===== src/rtl/sqfc_pkg.sv =====
// Package for the squarefree counter: shared command and status types.
// Used by sqfc_ctrl, sqfc_dp and squarefree_count_mobius_unit.
package sqfc_pkg;

  localparam int unsigned BoundW = 33;

  // Controller commands to the datapath
  typedef struct packed {
    logic init_start;   // start the table build
    logic query_start;  // latch bound (from idle) and run the sum
  } sqfc_cmd_t;

  // Datapath status to the controller
  typedef struct packed {
    logic init_done;
    logic query_done;
  } sqfc_sts_t;

endpackage


===== src/rtl/sqfc_ctrl.sv =====
// Controller for the squarefree counter: sequences table build and queries.
// Depends on sqfc_pkg.
module sqfc_ctrl (
  input  logic                clk_i,
  input  logic                rst_ni,
  input  logic                start_i,
  output logic                busy_o,
  output logic                done_o,
  output sqfc_pkg::sqfc_cmd_t cmd_o,
  input  sqfc_pkg::sqfc_sts_t sts_i
);
  import sqfc_pkg::*;

  localparam logic [1:0] StIdle  = 2'd0;
  localparam logic [1:0] StBuild = 2'd1;
  localparam logic [1:0] StSum   = 2'd2;

  logic [1:0] state_q, state_d;
  logic       built_q, built_d;
  logic       done_q, done_d;

  // next-state logic
  always_comb begin
    state_d = state_q;
    built_d = built_q;
    done_d  = 1'b0;
    cmd_o   = '0;
    unique case (state_q)
      StIdle: begin
        if (start_i) begin
          cmd_o.query_start = built_q;
          cmd_o.init_start  = !built_q;
          state_d = built_q ? StSum : StBuild;
        end
      end
      StBuild: begin
        if (sts_i.init_done) begin
          built_d = 1'b1;
          cmd_o.query_start = 1'b1;
          state_d = StSum;
        end
      end
      StSum: begin
        if (sts_i.query_done) begin
          done_d  = 1'b1;
          state_d = StIdle;
        end
      end
      default: state_d = StIdle;
    endcase
  end

  always_ff @(posedge clk_i or negedge rst_ni) begin
    if (!rst_ni) begin
      state_q <= StIdle;
      built_q <= 1'b0;
      done_q  <= 1'b0;
    end else begin
      state_q <= state_d;
      built_q <= built_d;
      done_q  <= done_d;
    end
  end

  assign busy_o = (state_q != StIdle);
  assign done_o = done_q;

  a_done_idle: assert property (@(posedge clk_i) disable iff (!rst_ni)
    done_q |-> state_q == StIdle) else $error("done outside idle");
  a_sum_built: assert property (@(posedge clk_i) disable iff (!rst_ni)
    state_q == StSum |-> built_q) else $error("sum before build");
  a_built_stays: assert property (@(posedge clk_i) disable iff (!rst_ni)
    $past(built_q) |-> built_q) else $error("built flag cleared");
endmodule


===== config.mk =====
export PLATFORM = sky130hd
export DESIGN_NAME = sqfc_ctrl
export DESIGN_NICKNAME = d
export VERILOG_FILES = /design/src/rtl/sqfc_pkg.sv /design/src/rtl/sqfc_ctrl.sv
export SDC_FILE = /design/constraint.sdc
export NUM_CORES = 1
export LEC_CHECK = 0
export BUFFER_PORTS_ARGS = -buffer_cell sky130_fd_sc_hd__buf_2
export CORE_AREA = 8 8 45 47
export DETAILED_ROUTE_END_ITERATION = 6
export DIE_AREA = 0 0 53 55
export PLACE_DENSITY = 0.31
export SYNTH_ARGS = -nofsm -noshare
export SYNTH_HDL_FRONTEND = slang
export SYNTH_SLANG_ARGS = --single-unit
export TNS_END_PERCENT = 5

===== constraint.sdc =====
create_clock -name clk_i -period 1.3 [get_ports clk_i]
set_input_delay 0.26 -clock clk_i [delete_from_list [all_inputs] [get_ports clk_i]]
set_output_delay 0.26 -clock clk_i [all_outputs]
set_load 0.03 [all_outputs]

---- Yosys cells after proc, flatten, opt, wreduce, memory -nomap -nowiden ----
Cells that the tools add are included.
storage, ports and cells
  flip-flop bits (word level) ............. 4
  bits of input ports ..................... 5
  output and inout port bits .............. 4
cells by class
  equal/unequal tests ..................... 5
  muxes and demuxes ....................... 11
  reductions and logical operators ........ 5
operator list
  cell                                           count
  2-to-1 mux 2 bit                               5
  inequality test 2 bit, second input constant   3
  case mux 2 bit (3 select lines)                1
  2-to-1 mux 1 bit                               4
  AND reduction 3 bit                            1
  == test 2 x 1 -> 1 bit, second input constant  1
  == test 2 bit, second input constant           1
  logical NOT 2 bit                              1
  case mux 1 bit (2 select lines)                1
  AND reduction 2 bit                            1
  nonzero test 2 bit                             1
  logical NOT 1 bit                              1

---- Logic depth before layout (Yosys ltp) ----
Gate-level depths: netlist of the first run.
  depth in word-level cells ............... 3
  gate-level depth with buffers ........... 2

---- Worst setup path after synthesis of the first run ----
No wires, ideal clock.
  path kind ............................... reg-to-output
  start point ............................. register state_q[1]
  end point ............................... output cmd_o[1] (netlist bit)
  arrival ................................. 1.534 ns
  slack ................................... -0.494 ns
  cell stages (with the launch flop) ...... 3
  cell sequence ........................... dfrtp_1 -> or2_1 -> nor3b_1
RTL lines
  item                    RTL line         RTL
  start, declared         sqfc_ctrl.sv:18  logic [1:0] state_q, state_d;
  start signal, assigned  sqfc_ctrl.sv:55  state_q <= StIdle;
  start signal, assigned  sqfc_ctrl.sv:59  state_q <= state_d;
  end, declared           sqfc_ctrl.sv:9   output sqfc_pkg::sqfc_cmd_t cmd_o,

==> results of run 1 <==
## state kept, by name, summed over array words and instances (netlist names)
signal,cells
done_o,1
state_q,2
built_q,1
## layer usage
layer	part of all wire, %	vias up	wire length [microns]
met3	8.5	2	43
met2	46	7	233
met1	42	75	211
met4	3.7	0	19
li1	-	89	-
met5	0	-	0
## critical path, stage by stage (launching register included)
cell	delay, ns
dfrtp_1	0.39
or2_4	0.29
nor3b_4	0.18
buf_6	0.15
## repair_timing
action,CTS,global route
endpoints found under the hold margin,4,0
hold buffers,1,0
pin swaps,3,0
endpoints found under the setup margin,3,3
setup buffers,1,0
gates resized for setup,4,1
## layout make-up
cell class	instances	area [sq um]	share of cell area (%)
Tap cell	16	20.0	6.04
Timing Repair Buffer	12	88.8	26.8
Multi-Input combinational cell	12	100	30.2
Clock buffer	3	22.5	6.79
Sequential cell	4	100	30.2
## cells in the mapped netlist
cell	count	area, sq um
dfrtp_1	4	100
or3b_1	2	17.5
a21oi_1	1	5.00
and3b_1	1	8.76
nand2_1	1	3.75
nand2b_1	1	6.26
nand3b_1	1	7.51
nor3b_1	1	7.51
o211ai_1	1	7.51
o21ai_0	1	5.00
or2_1	1	6.26
or2b_1	1	7.51
## stage by stage
stage          setup TNS [ns]  hold slack (ns)  instance area, sq um  std cells
3_3_place_gp          -0.0200           0.0686                   275         42
2_1_floorplan         -0.0337          -0.0356                   200         16
5_1_grt                -0.502            0.296                   332         47
3_5_place_dp          -0.0400           0.0669                   275         42
6_report               -0.392            0.285                   332         47
4_1_cts                -0.394            0.276                   328         47
## path summary, 6_finish.rpt
path	to	slack [ns]	cells past startpoint
setup / recovery	cmd_o[1]	-0.20	3
hold reg to reg	state_q[0]	0.55	2
min in group asynchronous	state_q[1]	0.35	2
setup reg to reg	state_q[0]	0.16	3
max in group asynchronous	state_q[0]	0.83	2
hold / removal	done_o	0.28	2
## where the power goes
group	leakage (nW)	total [mW]	internal (mW)	switching [mW]
registers	0.0490	0.220	0.175	0.0454
clock network	0.0138	0.154	0.103	0.0503
logic	0.0937	0.417	0.197	0.220
total	0.157	0.791	0.475	0.316
## cells by family (layout without fill, tap and decap cells)
group / after synthesis / after routing / synth area share, %
AOI/OAI and AO/OA: 3 / 3 / 9.59
buffers and inverters: 0 / 15 / 0
DFF: 4 / 4 / 54.8
and+or+nand+nor: 9 / 9 / 35.6
==> impl_metrics.tcl, run 1 <==
set metrics [dict create \
    status "finished with violations" \
    violations "negative setup slack" \
    fin_crit_sh_pct 115 \
    busiest_layer "met4" \
    fp.dieW_microns 53 \
    grt_overflow 0 \
    grt_pass1_vias 217 \
    clk_latency_ns 0.23 \
    use_met2_pct 5.27 \
    mostFrequentLayoutCell "buf_2" \
    die_area_sq_um 2920 \
    grt_use_met3_pct 2.67 \
    synth_seq_area_share_pct 54.8 \
    start_util_pct 13.2 \
    ys_types 12 \
    slew_viol_final 0 \
    hold_start "sts_i[0]" \
    p_total_mw 0.791 \
    worst_clock_skew_ns 0.000275 \
    syn_nets 21 \
    powerDensity_nw_per_um2 2380 \
    antenna_found_initial 0 \
    syn_avg_cell_area_sq_um 11.4 \
    track_usage_pct 4.88 \
    die_h_microns 55 \
    cts_max_level 1 \
    drt.antenna.violating_nets 0 \
    tightest_slew_ns 0.176 \
    syn_inst 16 \
    start_kind "register" \
    coreArea_sq_um 1380 \
    grt_pass1_wl_microns 883 \
    slew_headroom_pct 88.3 \
    fp-row-count 14 \
    setup_ws_ns -0.199 \
    drt_iter0_drc 2 \
    syn_area_sq_um 183 \
    fin_nets 38 \
    crit_type "register to primary output" \
    final_cell_mix "buf_2 (6), dfrtp_1 (4), clkbuf_4 (3), buf_6 (3)" \
    yosys_warnings 0 \
    r2r-start "state_q[0]" \
    finalWirelength_microns 508 \
    setup_violations 3 \
    port_buffers 8 \
    io_pins 9 \
    hold_violations 0 \
    max_freq_mhz 667 \
    startpoint "state_q[0]" \
    ir_drop_uv 568 \
    rsz0062_at_grt "yes" \
    vias 173 \
    required_ns 1.04 \
    synth-seq-cells 4 \
    p_leak_nw 0.157 \
    maxCapViolations 0 \
    cts_tree "done" \
    use_met1_pct 4.29 \
    vias_per_cell 3.68 \
    fillerInstances 151 \
    fin_util_pct 24.0 \
    clk_path_buf_depth 2 \
    drtPass1Iterations 2 \
    wl_per_cell_microns 10.8 \
    gp_congestion 0.679 \
    cts_root_buf "clkbuf_4" \
    cts_num_sinks 4 \
    clk_pin_slew_ns 0.04 \
    diodes 0 \
    hp-class "input pin to register" \
    cts-buffers-inserted 3 \
    cp-end-kind "primary output" \
    hpwl_microns 370 \
    drive_gt1_share_pct 54.8 \
    period_needed_ns 1.50 \
    route.detailed.drc 0 \
    synthToLayoutAreaGrowth_pct 81.5 \
    cp_max_fo 4 \
    place_ws_ns -0.0400 \
    worst_ep_arrival_time_ns 1.24 \
    grt_max_degree 6 \
]
(Power assumes the default switching activity.)
==> run 2: changes to the inputs <==
RECOVER_POWER = 100   (was default)
==> impl_metrics.tcl, run 2 (synthesis gave the netlist of run 1 again) <==
set metrics [dict create \
    route.detailed.drc 0 \
    drt_iter0_drc 1 \
    cts_root_buf "clkbuf_4" \
    critPathMaxStageDelay_ns 0.39 \
    fin_nets 38 \
    fp-row-count 14 \
    setup_ws_ns -0.199 \
    finalWirelength_microns 503 \
    hold_violations 0 \
    drtPass1Iterations 2 \
    cts_tree "done" \
    cp_max_fo 4 \
    drive_gt1_share_pct 48.4 \
    clk_path_buf_depth 2 \
    path_cells "or2_4 -> nor3b_4 -> buf_6" \
    fin_util_pct 23.8 \
    io_pins 9 \
    cts_max_level 1 \
    fp.dieW_microns 53 \
    hold_start "sts_i[0]" \
    grt_overflow 0 \
    hp-class "input pin to register" \
    setup_violations 3 \
    vias_per_cell 3.68 \
    largest_reg_flops 2 \
    status "finished with violations" \
    slew_headroom_pct 75.1 \
    final_cell_mix "dfrtp_1 (4), clkbuf_4 (4), buf_2 (4)" \
    min_to "done_o" \
    powerDensity_nw_per_um2 2390 \
    p_leak_nw 0.150 \
    largest_register "state_q" \
    required_ns 1.04 \
    wl_per_cell_microns 10.7 \
    dp_cells 42 \
    grt_pass1_vias 217 \
    grt_pass1_wl_microns 883 \
    fin_crit_sh_pct 115 \
    die_area_sq_um 2920 \
    die_h_microns 55 \
    synthToLayoutAreaGrowth_pct 80.1 \
    vias 173 \
    reg2reg_to "state_q[0]" \
    clk_latency_ns 0.23 \
    cts_num_sinks 4 \
    drt.antenna.violating_nets 0 \
    coreArea_sq_um 1380 \
    reg2regPathDepth 3 \
    fin_cells 47 \
    hold_depth 2 \
    ir_drop_uv 567 \
    violations "negative setup slack" \
    start_util_pct 13.2 \
    gp_congestion 0.679 \
    rsz0062_at_grt "yes" \
    grt_max_degree 6 \
    clk_pin_slew_ns 0.04 \
    place_ws_ns -0.0400 \
    cts-buffers-inserted 3 \
    port_buffers 8 \
    r2r-start "state_q[0]" \
    startpoint "state_q[0]" \
    maxCapViolations 0 \
    cp-end-kind "primary output" \
    crit_type "register to primary output" \
    worst_clock_skew_ns 0.000228 \
    tightest_slew_ns 0.376 \
    period_needed_ns 1.50 \
    start_kind "register" \
    hpwl_microns 370 \
    antenna_found_initial 0 \
    path_delay_family "simple AND/OR/NAND/NOR gates" \
    slew_viol_final 0 \
    crit_slowest_cell "dfrtp_1" \
    diodes 0 \
    regToRegSetupSlack_ns 0.16 \
    worst_ep_arrival_time_ns 1.24 \
    max_freq_mhz 667 \
    track_usage_pct 4.88 \
    crit_buf_inv 1 \
]
[run 2: changes by cell type in the layout (fill, tap and decap cells not counted)]
cell      before  now
buf_2          6    4
clkbuf_4       3    4
clkbuf_1       0    2
buf_4          2    1
[run 2: routing by layer]
layer  part of all wire (%)  vias up  GRT usage (%)
li1                       -       89              -
met1                     41       75           4.29
met2                     46        7           5.27
met3                    8.7        2           2.67
met4                    3.8        0           10.3
met5                      0        -              0
[run 2: power by group]
group / switching [mW] / leakage [nW] / total, mW / internal [mW]
combinational: 0.220 / 0.0872 / 0.414 / 0.194
sequential: 0.0456 / 0.0490 / 0.220 / 0.175
clock: 0.0503 / 0.0138 / 0.153 / 0.103
[run 2: worst max path at each step]
stage	end	slack [ns]	cells after the start
2_1_floorplan	cmd_o[1]	-0.03	2
3_3_place_gp	cmd_o[1]	-0.02	3
3_5_place_dp	cmd_o[1]	-0.04	3
4_1_cts	cmd_o[1]	-0.20	3
5_1_grt	cmd_o[1]	-0.24	3
6_report	cmd_o[1]	-0.20	3
[run 2: cell type report]
class	count	area, sq um
repair buffers	12	86.3
clock buffers	3	22.5
multi-input cells	12	100
well taps	16	20.0
flip-flops and latches	4	100
fillers	153	1050
[run 2: repair_timing]
action                                  4_1_cts  5_1_grt
resized for setup                             4        1
endpoints found under the setup margin        3        3
hold buffers                                  1        0
endpoints found under the hold margin         4        0
buffers inserted                              1        0
pin swaps                                     3        0
[run 2: stage by stage]
| stage | total power, mW | TNS [ns] | hold WS [ns] | cell area, sq um |
|---|---|---|---|---|
| floorplan | 0.471 | -0.0337 | -0.0356 | 200 |
| global placement | 0.588 | -0.0200 | 0.0686 | 275 |
| detailed placement | 0.583 | -0.0400 | 0.0669 | 275 |
| CTS | 0.791 | -0.394 | 0.276 | 328 |
| global route | 0.844 | -0.502 | 0.296 | 329 |
| finish | 0.788 | -0.392 | 0.285 | 329 |
==> run 3: changes to the inputs <==
GPL_ROUTABILITY_DRIVEN = 0   (was default)
GPL_TIMING_DRIVEN = 0   (was default)
PLACE_DENSITY = 0.32   (was 0.31)
==> impl_metrics.tcl, run 3 (synthesis gave the netlist of run 1 again) <==
set metrics [dict create \
    start_kind "register" \
    drtPass1Iterations 1 \
    cts-buffers-inserted 3 \
    slew_viol_final 0 \
    grt_max_degree 7 \
    clk_path_buf_depth 2 \
    cts_num_sinks 4 \
    fp-row-count 14 \
    required_ns 1.04 \
    synthToLayoutAreaGrowth_pct 70.5 \
    dp_cells 40 \
    drt_iter0_drc 0 \
    cts_tree "done" \
    track_usage_pct 4.44 \
    max_freq_mhz 668 \
    antenna_found_initial 0 \
    final_area_sq_um 312 \
    worst_clock_skew_ns 0.00252 \
    drt.antenna.violating_nets 0 \
    die_h_microns 55 \
    finalSetupTns_ns -0.405 \
    port_buffers 8 \
    hold_violations 0 \
    clk_pin_slew_ns 0.04 \
    hp-class "input pin to register" \
    fin_nets 36 \
    vias_per_cell 3.78 \
    violations "negative setup slack" \
    fin_crit_sh_pct 115 \
    grt_pass1_vias 196 \
    postPlaceCellArea_sq_um 260 \
    final_cell_mix "buf_2 (5), dfrtp_1 (4), clkbuf_4 (3)" \
    worst_ep_arrival_time_ns 1.24 \
    wl_met1_microns 187 \
    die_area_sq_um 2920 \
    met3_length_microns 30 \
    ir_drop_uv 528 \
    status "finished with violations" \
    cp_max_fo 6 \
    finalWirelength_microns 494 \
    maxCapViolations 0 \
    wl_per_cell_microns 11.0 \
    fin_cells 45 \
    cts_max_level 1 \
    route.detailed.drc 0 \
    largest_register "state_q" \
    setup_ws_ns -0.198 \
    cp-end-kind "primary output" \
    cts_root_buf "clkbuf_4" \
    tightest_slew_ns 0.225 \
    grt_overflow 0 \
    vias 170 \
    powerDensity_nw_per_um2 2430 \
    start_util_pct 13.2 \
    p_leak_nw 0.143 \
    coreArea_sq_um 1380 \
    largest_reg_flops 2 \
    clk_latency_ns 0.23 \
    period_needed_ns 1.50 \
    fp.dieW_microns 53 \
    mostFrequentLayoutCell "buf_2" \
    setup_violations 3 \
    slew_headroom_pct 85.0 \
    io_pins 9 \
    drive_gt1_share_pct 48.3 \
    diodes 0 \
    hpwl_microns 389 \
    rsz0062_at_grt "yes" \
    grt_pass1_wl_microns 828 \
    crit_type "register to primary output" \
    dr_wl_met2_microns 256 \
    topRoutingLayerUsed "met4" \
]
run 3: cell types whose count changed in the layout (fill, tap and decap cells not counted):
cell | before | now
clkbuf_4 | 4 | 3
buf_6 | 3 | 2
clkbuf_1 | 2 | 1
buf_2 | 4 | 5
run 3: per-stage QoR:
stage                     util, %  hold WS (ns)  total power, mW  setup WS, ns
after global placement       18.8        0.0713            0.557       -0.0408
final                        22.5         0.287            0.758        -0.198
after floorplan                 -       -0.0356            0.471       -0.0337
after detailed placement     18.8        0.0738            0.555       -0.0270
after global routing         22.5         0.285            0.826        -0.257
after CTS                    22.1         0.279            0.752        -0.237
run 3: worst max-delay path, stage by stage, from the launching register on:
cell	delay, ns
dfrtp_1	0.41
or2_4	0.27
nor3b_4	0.18
buf_6	0.15
run 3: final timing paths:
| path | startpoint | endpoint | slack [ns] | cells after the start |
|---|---|---|---|---|
| hold reg to reg | state_q[1] | state_q[0] | 0.56 | 2 |
| setup reg to reg | built_q | state_q[0] | 0.29 | 2 |
| hold / removal | sts_i[1] | state_q[0] | 0.29 | 3 |
| setup / recovery | state_q[0] | cmd_o[1] | -0.20 | 3 |
| max in group asynchronous | rst_ni | state_q[0] | 0.72 | 2 |
| min in group asynchronous | rst_ni | built_q | 0.39 | 2 |
run 3: area by class of cell:
| class | count | area [sq um] |
|---|---|---|
| tap | 16 | 20.0 |
| fill | 153 | 1070 |
| sequential | 4 | 100 |
| clock buffer | 3 | 22.5 |
| multi-input combinational | 12 | 100 |
| timing repair buffer | 10 | 68.8 |
run 3: where the power goes:
group | internal [mW] | switching [mW]
logic | 0.173 | 0.209
clock network | 0.103 | 0.0509
registers | 0.174 | 0.0477
total | 0.450 | 0.308
run 3: timing repair:
action | CTS | global route
gates cloned | 0 | 0
pin swaps | 3 | 1
hold buffers | 1 | 0
hold endpoints to repair | 4 | 0
resized for setup | 4 | 0
setup buffers | 0 | 1
setup endpoints to repair | 3 | 3
run 3: layer usage:
| layer | up-vias | track usage, % |
|---|---|---|
| met1 | 77 | 3.98 |
| li1 | 85 | - |
| met2 | 6 | 5.66 |
| met3 | 2 | 2.14 |
| met5 | - | 0 |
| met4 | 0 | 7.76 |
